[src/rtl/core/clf_pkg.sv]
// shared types and constants of the crlf line framer
`default_nettype none

package clf_pkg;

    // framing bytes
    localparam logic [7:0] CR_BYTE = 8'h0D;
    localparam logic [7:0] LF_BYTE = 8'h0A;

    // largest line that store_index and line_length can express
    localparam int FIELD_CAP    = 256;
    localparam int LINE_MAX_DEF = 256;

    // result status codes
    localparam logic [2:0] ST_STORED  = 3'd0;
    localparam logic [2:0] ST_DROPPED = 3'd1;
    localparam logic [2:0] ST_CR      = 3'd2;
    localparam logic [2:0] ST_DONE    = 3'd3;
    localparam logic [2:0] ST_ERROR   = 3'd4;
    localparam logic [2:0] ST_RESTART = 3'd5;

    typedef struct packed {
        logic       mode;
        logic [7:0] in_byte;
    } in_item_t;

    typedef struct packed {
        logic [2:0] status;
        logic [7:0] byte_out;
        logic [7:0] store_index;
        logic [8:0] line_length;
    } res_item_t;

endpackage

`default_nettype wire

[src/rtl/core/clf_if.sv]
// stream channel interfaces of the crlf line framer
`default_nettype none

interface clf_in_if;
    logic       valid;
    logic       ready;
    logic       mode;
    logic [7:0] in_byte;

    modport source (output valid, output mode, output in_byte, input ready);
    modport sink   (input valid, input mode, input in_byte, output ready);
endinterface

interface clf_out_if;
    logic       valid;
    logic       ready;
    logic [2:0] status;
    logic [7:0] byte_out;
    logic [7:0] store_index;
    logic [8:0] line_length;

    modport source (output valid, output status, output byte_out, output store_index,
                    output line_length, input ready);
    modport sink   (input valid, input status, input byte_out, input store_index,
                    input line_length, output ready);
endinterface

`default_nettype wire

[src/rtl/core/clf_in_stage.sv]
// input register stage of the crlf line framer
`default_nettype none

module clf_in_stage (
    input  wire               clk,
    input  wire               rst_n,
    input  wire               in_valid,
    output logic              in_ready,
    input  clf_pkg::in_item_t in_item,
    output logic              item_valid,
    input  wire               item_take,
    output clf_pkg::in_item_t item
);

    logic              valid_reg;
    logic              valid_next;
    clf_pkg::in_item_t item_reg;

    // space when empty or when the held item moves on this cycle
    assign in_ready   = !valid_reg || item_take;
    assign valid_next = (in_valid && in_ready) || (valid_reg && !item_take);

    always_ff @(posedge clk or negedge rst_n)
    begin
        if (!rst_n)
        begin
            valid_reg <= 1'b0;
        end
        else
        begin
            valid_reg <= valid_next;
        end
    end

    always_ff @(posedge clk)
    begin
        if (in_valid && in_ready)
        begin
            item_reg <= in_item;
        end
    end

    assign item_valid = valid_reg;
    assign item       = item_reg;

endmodule

`default_nettype wire

[src/rtl/core/clf_core.sv]
// line framing state machine of the crlf line framer
`default_nettype none

module clf_core #(
    parameter int LINE_MAX = clf_pkg::LINE_MAX_DEF
) (
    input  wire                clk,
    input  wire                rst_n,
    input  wire                advance,
    input  clf_pkg::in_item_t  item,
    output clf_pkg::res_item_t res
);

    localparam int         LIMIT   = (LINE_MAX > clf_pkg::FIELD_CAP) ? clf_pkg::FIELD_CAP
                                                                    : LINE_MAX;
    localparam logic [8:0] LIMIT_W = 9'(LIMIT);

    typedef enum logic [1:0] {
        PH_IDLE    = 2'd0,
        PH_CONTENT = 2'd1,
        PH_SAWCR   = 2'd2
    } phase_t;

    phase_t     phase_reg;
    phase_t     phase_next;
    logic [8:0] count_reg;
    logic [8:0] count_next;

    logic is_cr;
    logic is_lf;
    logic room;

    assign is_cr = (item.in_byte == clf_pkg::CR_BYTE);
    assign is_lf = (item.in_byte == clf_pkg::LF_BYTE);

    always_comb
    begin
        phase_next = phase_reg;
        count_next = count_reg;
        room       = 1'b0;
        res        = '0;
        res.status = clf_pkg::ST_ERROR;

        if (item.mode)
        begin
            phase_next = PH_IDLE;
            count_next = '0;
            res.status = clf_pkg::ST_RESTART;
        end
        else
        begin
            unique case (phase_reg)
                PH_CONTENT:
                begin
                    room = (count_reg < LIMIT_W);
                    if (is_cr)
                    begin
                        phase_next = PH_SAWCR;
                        res.status = clf_pkg::ST_CR;
                    end
                    else if (!is_lf)
                    begin
                        if (room)
                        begin
                            res.status      = clf_pkg::ST_STORED;
                            res.byte_out    = item.in_byte;
                            res.store_index = count_reg[7:0];
                            count_next      = count_reg + 9'd1;
                        end
                        else
                        begin
                            res.status = clf_pkg::ST_DROPPED;
                        end
                    end
                end
                PH_SAWCR:
                begin
                    if (is_lf)
                    begin
                        phase_next      = PH_IDLE;
                        res.status      = clf_pkg::ST_DONE;
                        res.line_length = count_reg;
                    end
                end
                default:
                begin
                    // idle, and the unused code treated as idle; limit is at least one
                    if (is_cr)
                    begin
                        phase_next = PH_SAWCR;
                        count_next = '0;
                        res.status = clf_pkg::ST_CR;
                    end
                    else if (!is_lf)
                    begin
                        phase_next      = PH_CONTENT;
                        count_next      = 9'd1;
                        res.status      = clf_pkg::ST_STORED;
                        res.byte_out    = item.in_byte;
                        res.store_index = '0;
                    end
                end
            endcase
        end
    end

    always_ff @(posedge clk or negedge rst_n)
    begin
        if (!rst_n)
        begin
            phase_reg <= PH_IDLE;
            count_reg <= '0;
        end
        else if (advance)
        begin
            phase_reg <= phase_next;
            count_reg <= count_next;
        end
    end

endmodule

`default_nettype wire

[src/rtl/core/clf_out_stage.sv]
// result register stage of the crlf line framer
`default_nettype none

module clf_out_stage (
    input  wire                clk,
    input  wire                rst_n,
    input  wire                res_load,
    output logic               res_space,
    input  clf_pkg::res_item_t res_in,
    output logic               out_valid,
    input  wire                out_ready,
    output clf_pkg::res_item_t res_out
);

    logic               valid_reg;
    logic               valid_next;
    clf_pkg::res_item_t res_reg;

    assign res_space  = !valid_reg || out_ready;
    assign valid_next = res_load || (valid_reg && !out_ready);

    always_ff @(posedge clk or negedge rst_n)
    begin
        if (!rst_n)
        begin
            valid_reg <= 1'b0;
        end
        else
        begin
            valid_reg <= valid_next;
        end
    end

    always_ff @(posedge clk)
    begin
        if (res_load)
        begin
            res_reg <= res_in;
        end
    end

    assign out_valid = valid_reg;
    assign res_out   = res_reg;

endmodule

`default_nettype wire

[src/rtl/core/crlf_line_framer.sv]
// top level of the crlf line framer
//
//  channel   dir  payload                                          handshake
//  in_ch     in   mode, in_byte                                    valid / ready
//  out_ch    out  status, byte_out, store_index, line_length       valid / ready
//
// one result item for every input item, one item per cycle sustained while out_ch is not stalled
// each item passes the input register, then the framing logic into the result register
// the phase and line count advance in the cycle the held item moves into the result register
// rst_n clears the valid bits, the phase (idle) and the line count; payload registers are not reset
// a stall on out_ch holds the result; the input register still fills, so one new item is
// taken while a finished result waits
`default_nettype none

module crlf_line_framer #(
    parameter int LINE_MAX = clf_pkg::LINE_MAX_DEF
) (
    input  wire      clk,
    input  wire      rst_n,
    clf_in_if.sink   in_ch,
    clf_out_if.source out_ch
);

    clf_pkg::in_item_t  in_item;
    clf_pkg::in_item_t  held_item;
    clf_pkg::res_item_t res_next;
    clf_pkg::res_item_t res_out;
    logic               held_valid;
    logic               res_space;
    logic               advance;

    assign in_item.mode    = in_ch.mode;
    assign in_item.in_byte = in_ch.in_byte;

    // held item moves on when the result register has room
    assign advance = held_valid && res_space;

    clf_in_stage u_in_stage (
        .clk        (clk),
        .rst_n      (rst_n),
        .in_valid   (in_ch.valid),
        .in_ready   (in_ch.ready),
        .in_item    (in_item),
        .item_valid (held_valid),
        .item_take  (advance),
        .item       (held_item)
    );

    // phase, line count and per-byte decision
    clf_core #(
        .LINE_MAX (LINE_MAX)
    ) u_core (
        .clk     (clk),
        .rst_n   (rst_n),
        .advance (advance),
        .item    (held_item),
        .res     (res_next)
    );

    clf_out_stage u_out_stage (
        .clk       (clk),
        .rst_n     (rst_n),
        .res_load  (advance),
        .res_space (res_space),
        .res_in    (res_next),
        .out_valid (out_ch.valid),
        .out_ready (out_ch.ready),
        .res_out   (res_out)
    );

    assign out_ch.status      = res_out.status;
    assign out_ch.byte_out    = res_out.byte_out;
    assign out_ch.store_index = res_out.store_index;
    assign out_ch.line_length = res_out.line_length;

    // an item leaving the input register always shows up as a result next cycle
    a_advance_gives_result: assert property (@(posedge clk) disable iff (!rst_n)
        advance |=> out_ch.valid)
        else $error("advanced item produced no result");

    // a restart item yields the restart status
    a_restart_status: assert property (@(posedge clk) disable iff (!rst_n)
        (advance && held_item.mode) |=> (out_ch.status == clf_pkg::ST_RESTART))
        else $error("restart item gave wrong status");

    // reported line length never exceeds the field cap
    a_length_cap: assert property (@(posedge clk) disable iff (!rst_n)
        out_ch.valid |-> (out_ch.line_length <= 9'(clf_pkg::FIELD_CAP)))
        else $error("line length beyond cap");

    // only a stored byte carries byte and index (the line length is not part of this check)
    a_fields_clean: assert property (@(posedge clk) disable iff (!rst_n)
        (out_ch.valid && (out_ch.status != clf_pkg::ST_STORED))
            |-> (out_ch.byte_out == 8'd0 && out_ch.store_index == 8'd0))
        else $error("stray byte or index on non-store result");

endmodule

`default_nettype wire

[src/flat_wrapper.sv]
// flat-port wrapper written by rule: the top's interface ports become plain ports
module crlf_line_framer_flat 
#(
    parameter int LINE_MAX = clf_pkg::LINE_MAX_DEF
)
  (clk, rst_n, in_ch_valid, in_ch_mode, in_ch_in_byte, in_ch_ready, out_ch_valid, out_ch_status, out_ch_byte_out, out_ch_store_index, out_ch_line_length, out_ch_ready);
  clf_in_if in_ch_i ();
  clf_out_if out_ch_i ();
  input  wire clk;
  input  wire rst_n;
  input wire logic [$bits(in_ch_i.valid)-1:0] in_ch_valid;
  input wire logic [$bits(in_ch_i.mode)-1:0] in_ch_mode;
  input wire logic [$bits(in_ch_i.in_byte)-1:0] in_ch_in_byte;
  output wire logic [$bits(in_ch_i.ready)-1:0] in_ch_ready;
  output wire logic [$bits(out_ch_i.valid)-1:0] out_ch_valid;
  output wire logic [$bits(out_ch_i.status)-1:0] out_ch_status;
  output wire logic [$bits(out_ch_i.byte_out)-1:0] out_ch_byte_out;
  output wire logic [$bits(out_ch_i.store_index)-1:0] out_ch_store_index;
  output wire logic [$bits(out_ch_i.line_length)-1:0] out_ch_line_length;
  input wire logic [$bits(out_ch_i.ready)-1:0] out_ch_ready;
  assign in_ch_i.valid = in_ch_valid;
  assign in_ch_i.mode = in_ch_mode;
  assign in_ch_i.in_byte = in_ch_in_byte;
  assign in_ch_ready = in_ch_i.ready;
  assign out_ch_valid = out_ch_i.valid;
  assign out_ch_status = out_ch_i.status;
  assign out_ch_byte_out = out_ch_i.byte_out;
  assign out_ch_store_index = out_ch_i.store_index;
  assign out_ch_line_length = out_ch_i.line_length;
  assign out_ch_i.ready = out_ch_ready;
  crlf_line_framer #(.LINE_MAX(LINE_MAX)) u_core (.clk(clk), .rst_n(rst_n), .in_ch(in_ch_i), .out_ch(out_ch_i));
endmodule
[config.mk]
export PLATFORM = sky130hd
export DESIGN_NAME = crlf_line_framer_flat
export DESIGN_NICKNAME = d
export VERILOG_FILES = /design/src/rtl/core/clf_pkg.sv /design/src/rtl/core/clf_if.sv /design/src/rtl/core/clf_in_stage.sv /design/src/rtl/core/clf_core.sv /design/src/rtl/core/clf_out_stage.sv /design/src/rtl/core/crlf_line_framer.sv /design/src/flat_wrapper.sv
export SDC_FILE = /design/constraint.sdc
export NUM_CORES = 1
export LEC_CHECK = 0
export BUFFER_PORTS_ARGS = -buffer_cell sky130_fd_sc_hd__buf_2
export CORE_UTILIZATION = 53
export DETAILED_ROUTE_END_ITERATION = 8
export PLACE_DENSITY = 0.79
export RECOVER_POWER = 25
export SLEW_MARGIN = 20
export SYNTH_ARGS = -nofsm -noshare
export SYNTH_HDL_FRONTEND = slang
export SYNTH_SLANG_ARGS = --single-unit
[constraint.sdc]
create_clock -name clk -period 3.8 [get_ports clk]
set_clock_uncertainty 0.05 [all_clocks]
set_input_delay 0.76 -clock clk [delete_from_list [all_inputs] [get_ports clk]]
set_output_delay 0.76 -clock clk [all_outputs]
set_load 0.005 [all_outputs]
==> impl_metrics.py <==
metrics = {
    "layout": {
        "drive_gt1_share_pct": 26.0,
        "final_nets": 234,
        "largest_reg_flops": 28,
        "n_antenna_cell": 0,
        "final_cells": 269,
        "regArea_um2": 1440,
        "multi_input_area_um2": 713,
        "syn_to_final_growth_pct": 18.3,
        "nFillCells": 304,
        "finish.utilization_pct": 65.3,
    },
    "synthesis": {
        "synth_edf_count": 37,
        "synth_top_area_share_pct": 50.3,
        "synth_common_cells": "edfxtp_1 (37), and2_1 (21), o21ai_0 (18)",
        "yosysMostFrequentCell": "edfxtp_1",
        "syn_nets": 188,
        "synth_warnings": 0,
        "synth_area_leaders": "edfxtp_1 (50%), dfrtp_1 (15%), and2_1 (5.9%)",
        "ys_seq_elements": 50,
        "synth_cell_types": 39,
        "synth_cells": 172,
        "synthArstFlopShare_pct": 26.0,
        "syn_avg_cell_area_um2": 12.8,
        "yosysSeqAreaShare_pct": 65.0,
        "syn-cell-area_um2": 2210,
        "synth_ff_type": "edfxtp_1",
        "synth_top_cell_by_area": "edfxtp_1",
    },
    "worst_setup_path": {
        "reg2reg_slack_ns": 1.65,
        "cp.arrival_ns": 2.31,
        "worstPathRequired_ns": 3.96,
        "crit_path_end_kind": "flop",
        "crit_start": "u_core.u_core.phase_reg[1]$_DFFE_PN0P_",
        "reg2reg_to": "u_core.u_core.count_reg[8]$_DFFE_PN0P_",
        "worstPathMaxFanout": 9,
        "worstRegToRegCells": 6,
        "criticalPathCategory": "reg2reg",
        "r2r-start": "u_core.u_core.phase_reg[1]$_DFFE_PN0P_",
        "start_kind": "flop",
    },
    "detailed_routing": {
        "drt_iter0_markers": 121,
        "wl_met2_mm": 1.82,
        "wl_met3_um": 177,
        "num_vias": 1488,
        "finalWirelength_mm": 3.80,
        "wl_per_cell_um": 14.1,
        "drt_first_pass_iters": 4,
        "topRoutingLayerUsed": "met4",
        "wl_met1_mm": 1.75,
        "viasPerCell": 5.53,
        "drc": 0,
        "ant_nets": 0,
    },
    "timing": {
        "rsz0062_at_grt": "no",
        "finalHoldViolations": 0,
        "fin_crit_ns": 2.15,
        "maxSlewViolCount": 0,
        "fmax_ghz": 0.466,
        "maxSlewHeadroom_pct": 54.7,
        "tightest_slew_ns": 0.679,
        "fin_crit_sh_pct": 56.5,
        "setup_viol": 0,
        "finalSetupTns_ns": 0,
        "fin_ws_ns": 1.65,
    },
    "global_routing": {
        "grtUsageTotal_pct": 18.5,
        "grt_pass1_vias": 1355,
        "grt_max_degree": 30,
        "gr-total-overflow": 0,
        "antenna_found_initial": 0,
        "grt_pass1_wl_mm": 6.07,
    },
    "placed_design": {
        "portBuffers": 42,
        "dp_hpwl_mm": 2.65,
        "place_inst": 261,
        "gp_congestion": 0.886,
        "pre_cts_ws_ns": 1.53,
    },
    "power_and_ir_drop": {
        "combPwrFrac_pct": 18.4,
        "peakVddDrop_mv": 0.401,
        "pwr-share-clk_pct": 32.4,
        "p_leak_nw": 1.10,
        "power.density_nw_per_um2": 525,
        "power.switching_mw": 0.346,
        "finalPower_mw": 1.37,
        "power_frac_seq_pct": 49.2,
        "intPower_mw": 1.03,
        "sw_frac_of_total_pct": 25.2,
    },
    "cts": {
        "path_clk_slew_ns": 0.09,
        "ctsResizeCount": 0,
        "root_buffer": "clkbuf_8",
        "cts_tree": "done",
        "h-tree-depth": 2,
        "worstSkewPairLatency_ns": 0.30,
        "cts_setup_buffers": 0,
        "hold_buffers": 0,
        "clkSinkCount": 50,
        "clock_path_buffers": 2,
        "numCtsBuffers": 5,
    },
    "status": {
        "status": "finished clean",
    },
    "floorplanning": {
        "coreArea_um2": 4000,
        "num_io_pins": 43,
        "die_y_um": 66.6,
        "fp.dieW_um": 66.6,
        "dieArea_um2": 4430,
        "start_util_pct": 55.2,
        "row_count": 23,
    },
    "hold_path": {
        "hold_class": "in2async",
    },
    "flow_run": {
        "drv_cap": 0,
    },
}
metal layers:
metal | global-route usage (%) | vias to the layer above
met4 | 8.24 | 0
met2 | 28.5 | 50
li1 | - | 731
met1 | 24.9 | 701
met5 | 0 | -
met3 | 4.11 | 6
power by group through the flow:
stage	clock [mW]	combinational (mW)	sequential (mW)
finish	0.445	0.253	0.675
detailed placement	0	0.250	0.687
CTS	0.451	0.254	0.675
floorplan	0	0.173	0.684
global placement	0	0.244	0.684
global route	0.469	0.279	0.682
layout make-up:
class / count / share of cell area (%)
clock buffer: 6 / 3.16
multi-input combinational: 108 / 27.3
clock inverter: 2 / 2.30
sequential: 50 / 55.0
inverter: 9 / 1.29
timing repair buffer: 44 / 8.57
tap: 50 / 2.39
layout by cell type, fill, tap and decap left out, types with 6 or more instances in the layout:
| master | instances |
|---|---|
| and3_1 | 8 |
| inv_1 | 8 |
| edfxtp_1 | 37 |
| nand2_1 | 8 |
| dfrtp_1 | 13 |
| clkbuf_8 | 6 |
| buf_2 | 41 |
| o21ai_0 | 18 |
| nor2_1 | 7 |
| and2_1 | 20 |
critical path, stage by stage, from the launching register on:
cell and delay, ns:
dfrtp_1 0.40, inv_1 0.08, ha_1 0.32, nand2_2 0.22, nor4_2 0.49, nand3_1 0.25, o21ai_0 0.25
how the worst max path moves through the flow:
| stage | slack (ns) | depth (start not counted) | end |
|---|---|---|---|
| after floorplan | 1.49 | 6 | u_core.u_core.count_reg[4]$_DFFE_PN0P_ |
| after global placement | 1.60 | 8 | u_core.u_core.count_reg[4]$_DFFE_PN0P_ |
| after detailed placement | 1.53 | 8 | u_core.u_core.count_reg[4]$_DFFE_PN0P_ |
| after CTS | 1.63 | 6 | u_core.u_core.count_reg[8]$_DFFE_PN0P_ |
| after global routing | 1.48 | 6 | u_core.u_core.count_reg[6]$_DFFE_PN0P_ |
| final | 1.65 | 6 | u_core.u_core.count_reg[8]$_DFFE_PN0P_ |
through the flow:
step                area, um^2  hold WS, ns
finish                    2610        0.413
global placement          2470        0.444
global route              2610        0.470
floorplan                 2210        0.414
detailed placement        2470        0.448
CTS                       2610        0.286
logic make-up after synthesis:
family | after synthesis | synth area share [%]
flip-flops | 50 | 65.0
buffers and inverters | 14 | 2.66
AO/OA/AOI/OAI | 37 | 10.5
XOR/XNOR | 1 | 0.397
multiplexers | 2 | 0.907
AND/OR/NAND/NOR | 65 | 18.8
adder cells (fa/ha/maj) | 3 | 1.70
Power figures use the tool's default switching activity.
